### src/rtl/brc_pkg.sv
// Package: constants, codes and types of the bitplane rectangle clear block
package brc_pkg;

   localparam int DEF_LONGS_PER_LINE = 40;
   localparam int DEF_SCREEN_LINES   = 256;

   localparam logic [1:0] REQ_CLEAR = 2'd0;
   localparam logic [1:0] REQ_WRITE = 2'd1;
   localparam logic [1:0] REQ_READ  = 2'd2;

   localparam logic STATUS_DONE   = 1'b0;
   localparam logic STATUS_REJECT = 1'b1;

   typedef enum logic [2:0] {
      ST_INIT,
      ST_IDLE,
      ST_DECODE,
      ST_LINE,
      ST_RD,
      ST_WR,
      ST_RDWAIT,
      ST_RESP
   } brc_state_type;

   typedef struct packed {
      logic       first;
      logic       last;
      logic [3:0] x_lo;
      logic [3:0] end_lo;
   } brc_edge_type;

endpackage

### src/rtl/brc_mask.sv
// Keep-mask unit: edge masks for the column word under the sequencer
module brc_mask (
   input  brc_pkg::brc_edge_type col_edge,
   output logic [31:0]           keep
);

   logic [3:0]  right_cnt;
   logic [15:0] half_left;
   logic [15:0] half_right;
   logic [16:0] right_ones;

   always_comb begin
      right_cnt  = 4'd0 - col_edge.end_lo;
      half_left  = ~(16'hffff >> col_edge.x_lo);
      right_ones = (17'd1 << right_cnt) - 17'd1;
      half_right = right_ones[15:0];
      keep       = '0;
      if (col_edge.first) begin
         keep = keep | {half_left, half_left};
      end
      if (col_edge.last) begin
         keep = keep | {half_right, half_right};
      end
   end

endmodule

### config.mk
export PLATFORM = sky130hd
export DESIGN_NAME = brc_mask
export DESIGN_NICKNAME = d
export VERILOG_FILES = /design/src/rtl/brc_pkg.sv /design/src/rtl/brc_mask.sv
export SDC_FILE = /design/constraint.sdc
export NUM_CORES = 1
export LEC_CHECK = 0
export BUFFER_PORTS_ARGS = -buffer_cell sky130_fd_sc_hd__buf_2
export CORE_ASPECT_RATIO = 1.1
export CORE_UTILIZATION = 41
export DETAILED_ROUTE_END_ITERATION = 7
export GPL_ROUTABILITY_DRIVEN = 0
export GPL_TIMING_DRIVEN = 0
export PLACE_DENSITY = 0.82
export SYNTH_ARGS = -nofsm -noshare
export SYNTH_HDL_FRONTEND = slang
export SYNTH_SLANG_ARGS = --single-unit
### constraint.sdc
create_clock -name vclk -period 1.95
set_clock_uncertainty 0.1 [all_clocks]
set_input_delay 0.195 -clock vclk [all_inputs]
set_output_delay 0.195 -clock vclk [all_outputs]
set_load 0.01 [all_outputs]
==> results.sh, run 1 <==
export IMPL_dpl_hpwl_um=1540
export IMPL_drive_above_1_share=0.560
export IMPL_fin_nets=163
export IMPL_crit_required_ns=1.65
export IMPL_wl_um=2270
export IMPL_fin_crit_ns=2.28
export IMPL_num_vias=955
export IMPL_grt_usage=0.253
export IMPL_die_y_um=43.6
export IMPL_synth_common_cells="buf_4, nand2_1, o21ai_0"
export IMPL_rsz0062_at_grt="yes"
export IMPL_final_core_utilization=0.778
export IMPL_slowest_delay_ns=0.55
export IMPL_holdPathStages=3
export IMPL_hold_viol_final=0
export IMPL_synth_area_um2=646
export IMPL_final_setup_tns_ns=-3.34
export IMPL_synth_most_common_cell="buf_4"
export IMPL_maxSlewHeadroom=0.729
export IMPL_critPathKind="in2out"
export IMPL_core_area_um2=1420
export IMPL_cp_end_kind="primary output"
export IMPL_power_leakage_nw=0.534
export IMPL_min_from="col_edge[4]"
export IMPL_n_antenna_cell=0
export IMPL_yosysTopAreaCell="buf_4"
export IMPL_setup_slack_ns=-0.331
export IMPL_avgSynthCellArea_um2=6.27
export IMPL_yosysSeqAreaShare=0
export IMPL_crit_arrival_ns=1.99
export IMPL_via_per_inst=5.75
export IMPL_drc=0
export IMPL_syn_inst=103
export IMPL_final_setup_viol_count=14
export IMPL_yosysUniqueCellTypes=37
export IMPL_hold_class="in2out"
export IMPL_ant_nets=0
export IMPL_io_buffers=40
export IMPL_rows=14
export IMPL_grt_overflow=0
export IMPL_grt_pass1_vias=776
export IMPL_p_per_area_nw_per_um2=287
export IMPL_cp_common_cell="buf_6"
export IMPL_synthTopCellsByArea="buf_4, o21ai_0, o22ai_1"
export IMPL_design_die_area_um2=1740
export IMPL_nClkBuffers=0
export IMPL_status="complete, but fails checks"
export IMPL_post_place_cells=159
export IMPL_slew_viol_final=0
export IMPL_grt_pass1_wl_um=3240
export IMPL_io_pins=42
export IMPL_ys_warn_count=0
export IMPL_regArea_um2=0
export IMPL_antenna_found_initial=0
export IMPL_cp_start_kind="primary input"
export IMPL_ir_drop_uv=166
export IMPL_worst_slew_pin_slew_ns=0.407
export IMPL_synth_top_cell_area_share=0.186
export IMPL_critPathSlowestCell="or4_4"
export IMPL_area_growth_syn_to_layout_pct=70.9
export IMPL_min_delay_worst_endpoint="keep[15]"
export IMPL_wire_per_inst_um=13.7
export IMPL_violations="setup timing"
export IMPL_multi_input_area_um2=566
export IMPL_syn_num_nets=114
export IMPL_path_cells="buf_8, or4_4, ha_4, buf_6, nor3b_4, nand2_2, o311ai_4, buf_4, buf_6"
export IMPL_path_max_fanout=6
export IMPL_clock_fmax_ghz=0.438
export IMPL_die_x_um=39.8
export IMPL_grt_max_degree=11
export IMPL_firstDrtPassIters=4
export IMPL_fin_crit_sh=1.17
export IMPL_drv_cap=0
export IMPL_drt_iter0_drc=53
export IMPL_num_fill_cells=96
export IMPL_start_util=0.455
export IMPL_nFlopsAndLatches=0
export IMPL_startpoint="col_edge[1]"
export IMPL_final_instance_count_excl_fill=166
## worst max path at each step
stage | slack (ns) | cells past startpoint | to
floorplan | -0.20 | 7 | keep[20]
global placement | -0.42 | 9 | keep[20]
detailed placement | -0.47 | 11 | keep[20]
CTS | -0.34 | 9 | keep[24]
global route | -0.36 | 9 | keep[24]
finish | -0.33 | 9 | keep[24]
## routing by layer
metal	global-route usage	vias to the layer above	wire length (µm)
met5	0	-	0
met4	0.0207	0	20
met3	0	2	132
met2	0.472	49	1190
met1	0.325	448	929
li1	-	456	-
## power by group
part           internal (mW)  total [mW]  switching, mW
clock network              0           0              0
registers                  0           0              0
logic                  0.161       0.317          0.156
## cell usage in the layout, fill, tap and decap left out, types with 2 or more instances in the layout
master,synthesis,final
nor2b_1,3,3
xor2_1,2,2
o21a_1,2,2
buf_6,1,10
and3_1,2,2
o21ai_0,7,6
o21ai_1,1,2
a21oi_1,5,3
nand2b_1,3,3
inv_1,4,4
o211ai_1,2,2
o311ai_4,0,2
nand2_2,1,2
a21oi_2,0,2
nor2_1,4,4
o22ai_1,5,5
nand2_1,7,6
nand3_1,6,5
nor3_1,2,2
buf_8,0,2
buf_4,16,23
buf_2,5,33
clkbuf_1,4,4
## cell families after synthesis
logic type               count (synthesis)  share of synthesized area
buffers and inverters                   30                      0.289
XOR/XNOR                                 3                     0.0407
adder cells (fa/ha/maj)                  1                     0.0194
AND/OR/NAND/NOR                         37                      0.322
AO/OA/AOI/OAI                           32                      0.329
## critical path, delay by kind of cell
family | cells | cell delay [ns]
AOI/OAI and AO/OA | 1 | 0.26
buffers and inverters | 4 | 0.48
adders and majority gates | 1 | 0.19
and+or+nand+nor | 3 | 0.87
## repair_timing
| item | 4_1_cts | 5_1_grt |
|---|---|---|
| hold buffers | 0 | 0 |
| endpoints found under the setup margin | 14 | 14 |
| resized for setup | 24 | 4 |
| hold endpoints to repair | 0 | 0 |
| pin swaps | 11 | 6 |
| gates cloned | 0 | 0 |
| buffers inserted | 6 | 1 |
## cell type report
class / count / share of cell area
Timing Repair Buffer: 47 / 0.293
Inverter: 4 / 0.0136
Multi-Input combinational cell: 73 / 0.512
Tap cell: 16 / 0.0181
Buffer: 26 / 0.163
## stage by stage
step           cell area, µm²  power [mW]  worst slack (ns)  hold WS, ns
6_report                 1100       0.317            -0.331        0.733
5_1_grt                  1100       0.341            -0.364        0.771
4_1_cts                  1080       0.306            -0.341        0.733
3_5_place_dp              933       0.268            -0.473        0.726
3_3_place_gp              933       0.263            -0.423        0.716
2_1_floorplan             713       0.181            -0.202        0.458
Power figures use the tool's default switching activity.
==> run 2, diff against run 1 <==
--- a/config.mk
+++ b/config.mk
@@ -12,6 +12,7 @@
 export GPL_ROUTABILITY_DRIVEN = 0
 export GPL_TIMING_DRIVEN = 0
 export PLACE_DENSITY = 0.82
+export SETUP_SLACK_MARGIN = 0.15
 export SYNTH_ARGS = -nofsm -noshare
 export SYNTH_HDL_FRONTEND = slang
 export SYNTH_SLANG_ARGS = --single-unit
==> run 2 against run 1 <==
- the flow still finishes with violations (setup timing)
- maximum frequency decreased by 0.26%
- global-route usage decreased by 0.58 points
- combinational power about the same
- largest cell class unchanged
- utilization increased by 1.5 points
- count of clock-buffer cells in the layout unchanged
- critical endpoint is now keep[20]
- worst hold slack got worse by 0.0024 ns
==> results.sh, run 2 (synthesis results as in run 1) <==
export IMPL_status="complete, but fails checks"
export IMPL_violations="setup timing"
export IMPL_grt_usage=0.247
export IMPL_drc=0
export IMPL_drt_iter0_drc=34
export IMPL_final_setup_viol_count=14
export IMPL_cp_top_family="simple AND/OR/NAND/NOR gates"
export IMPL_path_max_fanout=5
export IMPL_p_total_mw=0.319
export IMPL_slowest_delay_ns=0.56
export IMPL_fin_crit_sh=1.17
export IMPL_slew_viol_final=0
export IMPL_min_from="col_edge[4]"
export IMPL_path_cells="buf_8, or4_4, ha_4, buf_6, nor3b_4, nand2_2, o311ai_4, buf_4, buf_6"
export IMPL_hold_class="in2out"
export IMPL_nFlopsAndLatches=0
export IMPL_layout_common_cells="buf_2, buf_4, buf_6"
export IMPL_hold_viol_final=0
export IMPL_p_per_area_nw_per_um2=283
export IMPL_cp_depth=9
export IMPL_num_vias=950
export IMPL_dp_slack_ns=-0.454
export IMPL_maxSlewHeadroom=0.729
export IMPL_drv_cap=0
export IMPL_grt_pass1_vias=729
export IMPL_grt_max_degree=11
export IMPL_io_pins=42
export IMPL_die_y_um=43.6
export IMPL_cp_start_kind="primary input"
export IMPL_firstDrtPassIters=4
export IMPL_setup_slack_ns=-0.337
export IMPL_area_growth_syn_to_layout_pct=74.2
export IMPL_start_util=0.455
export IMPL_antenna_found_initial=0
export IMPL_multi_input_area_um2=589
export IMPL_io_buffers=40
export IMPL_fin_crit_ns=2.29
export IMPL_fin_nets=164
export IMPL_ir_drop_uv=196
export IMPL_min_delay_worst_endpoint="keep[15]"
export IMPL_num_fill_cells=97
export IMPL_clock_fmax_ghz=0.437
export IMPL_design_die_area_um2=1740
export IMPL_nClkBuffers=0
export IMPL_ant_nets=0
export IMPL_cp_common_cell="buf_6"
export IMPL_grt_overflow=0
export IMPL_power_leakage_nw=0.540
export IMPL_dpl_hpwl_um=1500
export IMPL_critPathKind="in2out"
export IMPL_n_antenna_cell=0
export IMPL_fin_hold_ws_ns=0.731
export IMPL_crit_arrival_ns=1.99
export IMPL_crit_buf_inv=4
export IMPL_drive_above_1_share=0.589
export IMPL_holdPathStages=3
export IMPL_critPathSlowestCell="or4_4"
export IMPL_grt_pass1_wl_um=3170
export IMPL_rows=14
export IMPL_wire_per_inst_um=13.4
export IMPL_via_per_inst=5.69
export IMPL_die_x_um=39.8
export IMPL_worst_slew_pin_slew_ns=0.406
export IMPL_cp_end_kind="primary output"
export IMPL_core_area_um2=1420
export IMPL_regArea_um2=0
export IMPL_wl_um=2250
export IMPL_rsz0062_at_grt="yes"
export IMPL_crit_required_ns=1.65
export IMPL_final_common_cell="buf_2"
==> run 2: cell count changes in the layout (fill, tap and decap cells not counted), moves of 2 or more <==
cell     delta
buf_4       +3
buf_6       -2
o22ai_1     -2
o22ai_2     +2
==> run 2: through the flow <==
step	cells	setup TNS, ns	cell area, µm²	util
after global placement	159	-3.22	943	0.665
final	167	-3.25	1120	0.793
after global routing	167	-4.12	1120	0.793
after floorplan	103	-0.510	723	-
after CTS	164	-3.15	1060	0.745
after detailed placement	159	-3.64	943	0.665
==> run 2: worst max-delay path by stage <==
stage                           start        to  slack, ns
after global routing      col_edge[3]  keep[20]      -0.40
after global placement    col_edge[2]  keep[20]      -0.43
final                     col_edge[3]  keep[20]      -0.34
after CTS                 col_edge[3]  keep[24]      -0.33
after floorplan           col_edge[2]  keep[20]      -0.20
after detailed placement  col_edge[0]  keep[20]      -0.45
==> run 2: cell type report <==
class	instances	area share
Multi-Input combinational cell	73	0.524
Timing Repair Buffer	48	0.287
Buffer	26	0.158
Tap cell	16	0.0178
Inverter	4	0.0133
==> run 2: routing by layer <==
metal	global-route usage	share of wire
met4	0.0207	0
met1	0.326	0.42
met2	0.452	0.53
met5	0	0
met3	0	0.049
==> run 2: what timing repair did <==
item                                    in CTS  in global routing
hold buffers                                 0                  0
endpoints found under the setup margin      16                 16
buffers inserted                             5                  3
gates resized for setup                     18                 10
pin swaps                                    6                  5
==> run 2: report_power, final <==
part	leakage [nW]	internal, mW	switching, mW
Sequential	0	0	0
Combinational	0.540	0.163	0.156
Clock	0	0	0
