$ cat config.mk
export PLATFORM = sky130hd
export DESIGN_NAME = brc_seq_flat
export DESIGN_NICKNAME = d
export VERILOG_FILES = /design/src/rtl/brc_pkg.sv /design/src/rtl/brc_if.sv /design/src/rtl/brc_seq.sv /design/src/flat_wrapper.sv
export SDC_FILE = /design/constraint.sdc
export NUM_CORES = 1
export LEC_CHECK = 0
export BUFFER_PORTS_ARGS = -buffer_cell sky130_fd_sc_hd__clkbuf_2
export CAP_MARGIN = 20
export CORE_ASPECT_RATIO = 0.8
export CORE_MARGIN = 4
export CORE_UTILIZATION = 45
export DETAILED_ROUTE_END_ITERATION = 8
export MAX_ROUTING_LAYER = met4
export PLACE_DENSITY = 0.77
export SLEW_MARGIN = 25
export SYNTH_ARGS = -nofsm -noshare
export SYNTH_HDL_FRONTEND = slang
export SYNTH_SLANG_ARGS = --single-unit
$ cat constraint.sdc
create_clock -name clock -period 7.8 [get_ports clock]
set_input_delay 0.78 -clock clock [delete_from_list [all_inputs] [get_ports clock]]
set_output_delay 0.78 -clock clock [all_outputs]
set_load 0.005 [all_outputs]
$ cat src/rtl/brc_pkg.sv
// Package: constants, codes and types of the bitplane rectangle clear block
package brc_pkg;

   localparam int DEF_LONGS_PER_LINE = 40;
   localparam int DEF_SCREEN_LINES   = 256;

   localparam logic [1:0] REQ_CLEAR = 2'd0;
   localparam logic [1:0] REQ_WRITE = 2'd1;
   localparam logic [1:0] REQ_READ  = 2'd2;

   localparam logic STATUS_DONE   = 1'b0;
   localparam logic STATUS_REJECT = 1'b1;

   typedef enum logic [2:0] {
      ST_INIT,
      ST_IDLE,
      ST_DECODE,
      ST_LINE,
      ST_RD,
      ST_WR,
      ST_RDWAIT,
      ST_RESP
   } brc_state_type;

   typedef struct packed {
      logic       first;
      logic       last;
      logic [3:0] x_lo;
      logic [3:0] end_lo;
   } brc_edge_type;

endpackage

$ cat src/rtl/brc_if.sv
// Interfaces: request and response channels with valid/ready handshake
interface brc_req_if;
   logic        valid;
   logic        ready;
   logic [1:0]  req_type;
   logic [8:0]  rect_x;
   logic [7:0]  rect_y;
   logic [8:0]  rect_width;
   logic [7:0]  rect_height;
   logic [13:0] long_index;
   logic [31:0] write_data;

   modport source (
      output valid, req_type, rect_x, rect_y, rect_width, rect_height, long_index,
         write_data,
      input  ready
   );
   modport sink (
      input  valid, req_type, rect_x, rect_y, rect_width, rect_height, long_index,
         write_data,
      output ready
   );
endinterface

interface brc_rsp_if;
   logic        valid;
   logic        ready;
   logic [31:0] read_data;
   logic        status;

   modport source (
      output valid, read_data, status,
      input  ready
   );
   modport sink (
      input  valid, read_data, status,
      output ready
   );
endinterface

$ cat src/rtl/brc_seq.sv
// Sequencer: request decode, clearing pass, read-modify-write walk, response register
module brc_seq #(
   parameter int LONGS_PER_LINE = brc_pkg::DEF_LONGS_PER_LINE,
   parameter int SCREEN_LINES   = brc_pkg::DEF_SCREEN_LINES,
   localparam int MEM_LONGS     = LONGS_PER_LINE * SCREEN_LINES,
   localparam int AW            = $clog2(MEM_LONGS)
) (
   input  logic                  clock,
   input  logic                  reset,
   brc_req_if.sink               req_chan,
   brc_rsp_if.source             rsp_chan,
   output logic                  mem_we,
   output logic [AW-1:0]         mem_addr,
   output logic [31:0]           mem_wdata,
   input  logic [31:0]           mem_rd_data,
   output brc_pkg::brc_edge_type col_edge,
   input  logic [31:0]           keep
);

   localparam int SCREEN_PIXELS = (LONGS_PER_LINE / 2) * 16;
   localparam int COLS          = LONGS_PER_LINE / 2;
   localparam int COL_W         = (COLS > 1) ? $clog2(COLS) : 1;

   brc_pkg::brc_state_type state_ff, state_in;

   logic [1:0]       kind_ff, kind_in;
   logic [8:0]       x_ff, x_in;
   logic [7:0]       y_ff, y_in;
   logic [8:0]       w_ff, w_in;
   logic [7:0]       h_ff, h_in;
   logic [13:0]      idx_ff, idx_in;
   logic [31:0]      wdata_ff, wdata_in;
   logic [COL_W-1:0] first_ff, first_in;
   logic [COL_W-1:0] last_ff, last_in;
   logic [COL_W-1:0] col_ff, col_in;
   logic             half_ff, half_in;
   logic [7:0]       lines_ff, lines_in;
   logic [AW-1:0]    row_base_ff, row_base_in;
   logic [AW-1:0]    addr_ff, addr_in;
   logic [31:0]      rsp_data_ff, rsp_data_in;
   logic             rsp_status_ff, rsp_status_in;

   logic             req_acc;
   logic             rsp_acc;
   logic [9:0]       x_end;
   logic [9:0]       x_end_m1;
   logic [8:0]       y_end;
   logic             clear_ok;
   logic             idx_ok;
   logic             row_done;
   logic [31:0]      row_prod;
   logic [AW-1:0]    add_a;
   logic [AW-1:0]    add_b;
   logic [AW-1:0]    add_sum;

   assign req_acc  = req_chan.valid && req_chan.ready;
   assign rsp_acc  = rsp_chan.valid && rsp_chan.ready;
   assign x_end    = {1'b0, x_ff} + {1'b0, w_ff};
   assign x_end_m1 = x_end - 10'd1;
   assign y_end    = {1'b0, y_ff} + {1'b0, h_ff};
   assign clear_ok = (w_ff != 9'd0) && (32'(x_end) <= 32'(SCREEN_PIXELS))
                     && (32'(y_end) <= 32'(SCREEN_LINES));
   assign idx_ok   = 32'(idx_ff) < 32'(MEM_LONGS);
   assign row_done = half_ff && (col_ff == last_ff);
   assign row_prod = 32'(y_ff) * 32'(LONGS_PER_LINE);

   assign col_edge.first  = (col_ff == first_ff);
   assign col_edge.last   = (col_ff == last_ff);
   assign col_edge.x_lo   = x_ff[3:0];
   assign col_edge.end_lo = x_end[3:0];

   // shared address adder
   always_comb begin
      add_a = addr_ff;
      add_b = AW'(1);
      case (state_ff)
         brc_pkg::ST_LINE: begin
            add_a = row_base_ff;
            add_b = AW'({first_ff, 1'b0});
         end
         brc_pkg::ST_WR: begin
            if (row_done) begin
               add_a = row_base_ff;
               add_b = AW'(LONGS_PER_LINE);
            end
         end
         default: begin
            add_a = addr_ff;
            add_b = AW'(1);
         end
      endcase
   end

   assign add_sum = add_a + add_b;

   always_comb begin
      state_in = state_ff;
      unique case (state_ff)
         brc_pkg::ST_INIT: begin
            if (addr_ff == AW'(MEM_LONGS - 1)) begin
               state_in = brc_pkg::ST_IDLE;
            end
         end
         brc_pkg::ST_IDLE: begin
            if (req_acc) begin
               state_in = brc_pkg::ST_DECODE;
            end
         end
         brc_pkg::ST_DECODE: begin
            if (kind_ff == brc_pkg::REQ_CLEAR && clear_ok && h_ff != 8'd0) begin
               state_in = brc_pkg::ST_LINE;
            end else if (kind_ff == brc_pkg::REQ_READ && idx_ok) begin
               state_in = brc_pkg::ST_RDWAIT;
            end else begin
               state_in = brc_pkg::ST_RESP;
            end
         end
         brc_pkg::ST_LINE:   state_in = brc_pkg::ST_RD;
         brc_pkg::ST_RD:     state_in = brc_pkg::ST_WR;
         brc_pkg::ST_WR: begin
            if (!row_done) begin
               state_in = brc_pkg::ST_RD;
            end else if (lines_ff == 8'd1) begin
               state_in = brc_pkg::ST_RESP;
            end else begin
               state_in = brc_pkg::ST_LINE;
            end
         end
         brc_pkg::ST_RDWAIT: state_in = brc_pkg::ST_RESP;
         brc_pkg::ST_RESP: begin
            if (rsp_acc) begin
               state_in = brc_pkg::ST_IDLE;
            end
         end
         default: state_in = brc_pkg::ST_INIT;
      endcase
   end

   always_comb begin
      req_chan.ready = 1'b0;
      rsp_chan.valid = 1'b0;
      mem_we         = 1'b0;
      mem_addr       = addr_ff;
      mem_wdata      = '0;
      unique case (state_ff)
         brc_pkg::ST_INIT: begin
            mem_we = 1'b1;
         end
         brc_pkg::ST_IDLE: begin
            req_chan.ready = 1'b1;
         end
         brc_pkg::ST_DECODE: begin
            mem_addr  = AW'(idx_ff);
            mem_we    = (kind_ff == brc_pkg::REQ_WRITE) && idx_ok;
            mem_wdata = wdata_ff;
         end
         brc_pkg::ST_WR: begin
            mem_we    = 1'b1;
            mem_wdata = mem_rd_data & keep;
         end
         brc_pkg::ST_RESP: begin
            rsp_chan.valid = 1'b1;
         end
         default: begin
            mem_addr = addr_ff;
         end
      endcase
   end

   always_comb begin
      kind_in       = kind_ff;
      x_in          = x_ff;
      y_in          = y_ff;
      w_in          = w_ff;
      h_in          = h_ff;
      idx_in        = idx_ff;
      wdata_in      = wdata_ff;
      first_in      = first_ff;
      last_in       = last_ff;
      col_in        = col_ff;
      half_in       = half_ff;
      lines_in      = lines_ff;
      row_base_in   = row_base_ff;
      addr_in       = addr_ff;
      rsp_data_in   = rsp_data_ff;
      rsp_status_in = rsp_status_ff;
      case (state_ff)
         brc_pkg::ST_INIT: begin
            addr_in = add_sum;
         end
         brc_pkg::ST_IDLE: begin
            if (req_acc) begin
               kind_in  = req_chan.req_type;
               x_in     = req_chan.rect_x;
               y_in     = req_chan.rect_y;
               w_in     = req_chan.rect_width;
               h_in     = req_chan.rect_height;
               idx_in   = req_chan.long_index;
               wdata_in = req_chan.write_data;
            end
         end
         brc_pkg::ST_DECODE: begin
            first_in      = COL_W'(x_ff[8:4]);
            last_in       = COL_W'(x_end_m1[9:4]);
            col_in        = COL_W'(x_ff[8:4]);
            half_in       = 1'b0;
            lines_in      = h_ff;
            row_base_in   = AW'(row_prod);
            rsp_data_in   = '0;
            rsp_status_in = brc_pkg::STATUS_REJECT;
            unique case (kind_ff) inside
               brc_pkg::REQ_CLEAR: begin
                  if (clear_ok) begin
                     rsp_status_in = brc_pkg::STATUS_DONE;
                  end
               end
               brc_pkg::REQ_WRITE, brc_pkg::REQ_READ: begin
                  if (idx_ok) begin
                     rsp_status_in = brc_pkg::STATUS_DONE;
                  end
               end
               default: rsp_status_in = brc_pkg::STATUS_REJECT;
            endcase
         end
         brc_pkg::ST_LINE: begin
            addr_in = add_sum;
         end
         brc_pkg::ST_WR: begin
            if (row_done) begin
               lines_in    = lines_ff - 8'd1;
               row_base_in = add_sum;
               col_in      = first_ff;
               half_in     = 1'b0;
            end else begin
               addr_in = add_sum;
               half_in = ~half_ff;
               if (half_ff) begin
                  col_in = col_ff + COL_W'(1);
               end
            end
         end
         brc_pkg::ST_RDWAIT: begin
            rsp_data_in = mem_rd_data;
         end
         default: begin
            addr_in = addr_ff;
         end
      endcase
   end

   always_ff @(posedge clock) begin
      if (reset) begin
         state_ff <= brc_pkg::ST_INIT;
         addr_ff  <= '0;
      end else begin
         state_ff <= state_in;
         addr_ff  <= addr_in;
      end
   end

   always_ff @(posedge clock) begin
      kind_ff       <= kind_in;
      x_ff          <= x_in;
      y_ff          <= y_in;
      w_ff          <= w_in;
      h_ff          <= h_in;
      idx_ff        <= idx_in;
      wdata_ff      <= wdata_in;
      first_ff      <= first_in;
      last_ff       <= last_in;
      col_ff        <= col_in;
      half_ff       <= half_in;
      lines_ff      <= lines_in;
      row_base_ff   <= row_base_in;
      rsp_data_ff   <= rsp_data_in;
      rsp_status_ff <= rsp_status_in;
   end

   assign rsp_chan.read_data = rsp_data_ff;
   assign rsp_chan.status    = rsp_status_ff;

endmodule

$ cat src/flat_wrapper.sv
// flat-port wrapper written by rule: the top's interface ports become plain ports
module brc_seq_flat 
#(
   parameter int LONGS_PER_LINE = brc_pkg::DEF_LONGS_PER_LINE,
   parameter int SCREEN_LINES   = brc_pkg::DEF_SCREEN_LINES,
   localparam int MEM_LONGS     = LONGS_PER_LINE * SCREEN_LINES,
   localparam int AW            = $clog2(MEM_LONGS)
)
  (clock, reset, mem_we, mem_addr, mem_wdata, mem_rd_data, col_edge, keep, req_chan_valid, req_chan_req_type, req_chan_rect_x, req_chan_rect_y, req_chan_rect_width, req_chan_rect_height, req_chan_long_index, req_chan_write_data, req_chan_ready, rsp_chan_valid, rsp_chan_read_data, rsp_chan_status, rsp_chan_ready);
  brc_req_if req_chan_i ();
  brc_rsp_if rsp_chan_i ();
  input  logic clock;
  input  logic reset;
  output logic mem_we;
  output logic [AW-1:0] mem_addr;
  output logic [31:0] mem_wdata;
  input  logic [31:0] mem_rd_data;
  output brc_pkg::brc_edge_type col_edge;
  input  logic [31:0] keep;
  input wire logic [$bits(req_chan_i.valid)-1:0] req_chan_valid;
  input wire logic [$bits(req_chan_i.req_type)-1:0] req_chan_req_type;
  input wire logic [$bits(req_chan_i.rect_x)-1:0] req_chan_rect_x;
  input wire logic [$bits(req_chan_i.rect_y)-1:0] req_chan_rect_y;
  input wire logic [$bits(req_chan_i.rect_width)-1:0] req_chan_rect_width;
  input wire logic [$bits(req_chan_i.rect_height)-1:0] req_chan_rect_height;
  input wire logic [$bits(req_chan_i.long_index)-1:0] req_chan_long_index;
  input wire logic [$bits(req_chan_i.write_data)-1:0] req_chan_write_data;
  output wire logic [$bits(req_chan_i.ready)-1:0] req_chan_ready;
  output wire logic [$bits(rsp_chan_i.valid)-1:0] rsp_chan_valid;
  output wire logic [$bits(rsp_chan_i.read_data)-1:0] rsp_chan_read_data;
  output wire logic [$bits(rsp_chan_i.status)-1:0] rsp_chan_status;
  input wire logic [$bits(rsp_chan_i.ready)-1:0] rsp_chan_ready;
  assign req_chan_i.valid = req_chan_valid;
  assign req_chan_i.req_type = req_chan_req_type;
  assign req_chan_i.rect_x = req_chan_rect_x;
  assign req_chan_i.rect_y = req_chan_rect_y;
  assign req_chan_i.rect_width = req_chan_rect_width;
  assign req_chan_i.rect_height = req_chan_rect_height;
  assign req_chan_i.long_index = req_chan_long_index;
  assign req_chan_i.write_data = req_chan_write_data;
  assign req_chan_ready = req_chan_i.ready;
  assign rsp_chan_valid = rsp_chan_i.valid;
  assign rsp_chan_read_data = rsp_chan_i.read_data;
  assign rsp_chan_status = rsp_chan_i.status;
  assign rsp_chan_i.ready = rsp_chan_ready;
  brc_seq #(.LONGS_PER_LINE(LONGS_PER_LINE), .SCREEN_LINES(SCREEN_LINES)) u_core (.clock(clock), .reset(reset), .req_chan(req_chan_i), .rsp_chan(rsp_chan_i), .mem_we(mem_we), .mem_addr(mem_addr), .mem_wdata(mem_wdata), .mem_rd_data(mem_rd_data), .col_edge(col_edge), .keep(keep));
endmodule
==> flow_metrics.env <==
export IMPL_max_freq_ghz=0.200
export IMPL_final_common_cell="clkbuf_2"
export IMPL_cts_buffers=17
export IMPL_layout_common_cells="241 x clkbuf_2, 153 x edfxtp_1, 116 x nand2_1"
export IMPL_tritoncts="built"
export IMPL_fill_cells=1609
export IMPL_rsz0062_at_grt="no"
export IMPL_synth_top_area_cell="edfxtp_1"
export IMPL_layout_drive_gt1_share_pct=28.5
export IMPL_synth_seq_cells=170
export IMPL_initial_core_util_pct=46.3
export IMPL_grt_max_degree=66
export IMPL_vias=7091
export IMPL_holdCritStartpoint="req_chan_long_index[1]"
export IMPL_path_class="flip-flop to flip-flop"
export IMPL_yosysSeqAreaShare_pct=55.6
export IMPL_avgRoutedWirePerCell_um=18.4
export IMPL_synth_edff_count=153
export IMPL_hold_path_end="u_core.idx_ff[1]$_DFFE_PP_"
export IMPL_io_pins=242
export IMPL_die_width_um=165
export IMPL_cp_start_kind="flip-flop"
export IMPL_syn_area_per_cell_um2=11.3
export IMPL_hold_path_depth=1
export IMPL_setup_tns_ps=0
export IMPL_holdBufCountCts=0
export IMPL_synth_flop_cell="edfxtp_1"
export IMPL_dp_hpwl_um=17700
export IMPL_slew_headroom_pct=33.2
export IMPL_post_cts_resize_count=0
export IMPL_synth_cells=784
export IMPL_place_congestion=0.897
export IMPL_timing_rr_start="u_core.state_ff[0]$_SDFFE_PP0P_"
export IMPL_synth_top_area_share_pct=51.7
export IMPL_root_buffer="clkbuf_16"
export IMPL_num_antenna_cells=0
export IMPL_drc=0
export IMPL_final_hold_viol_count=0
export IMPL_antenna_found_initial=0
export IMPL_drt_iter0_drc=694
export IMPL_crit_path_end_kind="flip-flop"
export IMPL_worst_pin_slew_ps=1000
export IMPL_worstPathMaxFanout=25
export IMPL_ff2ff_setup_slack_ps=2790
export IMPL_place_port_buffers=241
export IMPL_ir_drop_uv=138
export IMPL_layout_area_overhead_vs_synth_pct=23.0
export IMPL_h_tree_depth=4
export IMPL_drv_slew=0
export IMPL_clk_pin_slew_ps=80
export IMPL_grt_usage_pct=22.1
export IMPL_crit_reg2reg_capture="u_core.row_base_ff[10]$_DFFE_PP_"
export IMPL_reg2reg_depth=15
export IMPL_syn_area_um2=8880
export IMPL_yosys_top_cells_area="edfxtp_1 52%, ha_1 5.9%, nand2_1 4.9%"
export IMPL_crit_required_ps=7980
export IMPL_final_antenna_net_count=0
export IMPL_powerDensity_nw_per_um2=182
export IMPL_clock_latency_ps=440
export IMPL_hold_class="primary input to flip-flop"
export IMPL_grt_ovfl_total=0
export IMPL_fp_row_count=45
export IMPL_arrival_ps=5190
export IMPL_coreArea_um2=19200
export IMPL_min_period_ps=5010
export IMPL_ys_warn_count=0
export IMPL_timing_final_crit_share_pct=64.2
export IMPL_post_cts_buffers=0
export IMPL_power_leakage_nw=4.74
export IMPL_max_cap_violations=0
export IMPL_nNetsFinal=1206
export IMPL_syn_nets=980
export IMPL_status="finished clean"
export IMPL_async_flop_share_pct=0
export IMPL_dr_pass1_iters=5
export IMPL_finalClockSkew_ps=9.73
export IMPL_avgViaCountPerCell=5.54
export IMPL_clkSinkCount=170
export IMPL_power_mw=1.99
export IMPL_synth_cell_types=62
export IMPL_die_h_um=134
export IMPL_setup_violations=0
export IMPL_die_area_um2=22100
export IMPL_wl_um=23600
export IMPL_first_global_vias=6981
export IMPL_cts_max_path_buffers=2
export IMPL_grt_pass1_wl_um=36900
## report_power, final
group / switching, mW / total (mW) / leakage, nW / internal, mW
registers: 0.0110 / 1.01 / 1.58 / 1.00
logic: 0.0690 / 0.129 / 2.88 / 0.0595
clock network: 0.415 / 0.847 / 0.283 / 0.432
## flip-flops by register name (all words and copies together) (netlist names), 2 cells and up
| name | cells |
|---|---|
| u_core.x_ff | 9 |
| u_core.wdata_ff | 32 |
| u_core.state_ff | 3 |
| u_core.kind_ff | 2 |
| u_core.rsp_chan.read_data | 32 |
| u_core.last_ff | 5 |
| u_core.y_ff | 8 |
| u_core.lines_ff | 8 |
| u_core.addr_ff | 14 |
| u_core.col_ff | 5 |
| u_core.first_ff | 5 |
| u_core.w_ff | 9 |
| u_core.idx_ff | 14 |
| u_core.h_ff | 8 |
| u_core.row_base_ff | 14 |
## final cells by class
cell class	instances	area (µm²)	area share, %
tap	258	323	2.95
clock buffer	17	425	3.89
inverter	18	67.6	0.618
multi-input combinational	554	3710	34.0
clock inverter	15	178	1.63
timing repair buffer	249	1290	11.8
sequential	170	4930	45.2
## metrics by stage
| step | cells | utilization, % | hold slack (ps) | cell area [µm²] | setup slack [ps] |
|---|---|---|---|---|---|
| 5_1_grt | 1281 | 56.9 | 495 | 10900 | 2400 |
| 6_report | 1281 | 56.9 | 506 | 10900 | 2790 |
| 3_5_place_dp | 1249 | 53.8 | 498 | 10300 | 2880 |
| 2_1_floorplan | 784 | - | 454 | 8880 | 4050 |
| 4_1_cts | 1281 | 56.9 | 487 | 10900 | 2880 |
| 3_3_place_gp | 1248 | 53.6 | 492 | 10300 | 2880 |
## layer usage
layer | share of wire [%] | routed length, µm | track usage [%]
met3 | 7.3 | 1710 | 4.67
met1 | 43 | 10300 | 30.4
met5 | 0 | 0 | -
met2 | 47 | 11200 | 32.9
met4 | 1.8 | 428 | 6.65
## cell usage after synthesis (all sizes together) (3+ instances only)
| master | number |
|---|---|
| nor3 | 14 |
| nor2 | 41 |
| a221oi | 3 |
| a32o | 33 |
| and2 | 9 |
| o21ai | 42 |
| ha | 42 |
| a21o | 12 |
| xnor2 | 29 |
| nand2b | 8 |
| nand2 | 116 |
| o211ai | 4 |
| fa | 4 |
| o22ai | 3 |
| a21oi | 36 |
| nor4 | 4 |
| a211oi | 6 |
| o21a | 5 |
| nor3b | 3 |
| nand3 | 11 |
| xor2 | 25 |
| buf | 12 |
| or3 | 9 |
| inv | 18 |
| and3 | 38 |
| nand4 | 3 |
| clkbuf | 30 |
| edfxtp | 153 |
| o31ai | 4 |
| a31oi | 8 |
| mux2i | 6 |
| nor2b | 5 |
| dfxtp | 17 |
| o21bai | 4 |
## cells by family after synthesis
kind of cell               synth area share [%]
xor gates and xnor gates                   5.32
muxes                                     0.676
adders and majority gates                  6.82
and+or+nand+nor                            14.7
AOI/OAI and AO/OA                          14.1
DFF                                        55.6
buffers and inverters                      2.82
## critical path, cell delays in order (launching register included)
cell,delay (ps)
dfxtp_1,610
nand2_1,130
nor2_1,380
a21o_1,640
inv_1,600
nand2_1,190
nand2_1,70
ha_1,220
fa_1,440
a21o_1,180
a21oi_1,220
o21a_1,460
nand2b_1,180
xnor2_1,60
mux2i_1,230
a21oi_1,100
## worst max-delay path by stage
stage                                          from                          endpoint  slack (ps)  depth (start not counted)
finish              u_core.state_ff[0]$_SDFFE_PP0P_  u_core.row_base_ff[10]$_DFFE_PP_        2790                         15
global route        u_core.state_ff[0]$_SDFFE_PP0P_  u_core.row_base_ff[10]$_DFFE_PP_        2400                         15
CTS                 u_core.state_ff[0]$_SDFFE_PP0P_  u_core.row_base_ff[10]$_DFFE_PP_        2880                         15
detailed placement  u_core.state_ff[0]$_SDFFE_PP0P_   u_core.row_base_ff[8]$_DFFE_PP_        2880                         15
global placement    u_core.state_ff[0]$_SDFFE_PP0P_   u_core.row_base_ff[9]$_DFFE_PP_        2880                         14
floorplan                u_core.col_ff[1]$_DFFE_PP_   u_core.row_base_ff[8]$_DFFE_PP_        4050                         18
(Power assumes the default switching activity.)
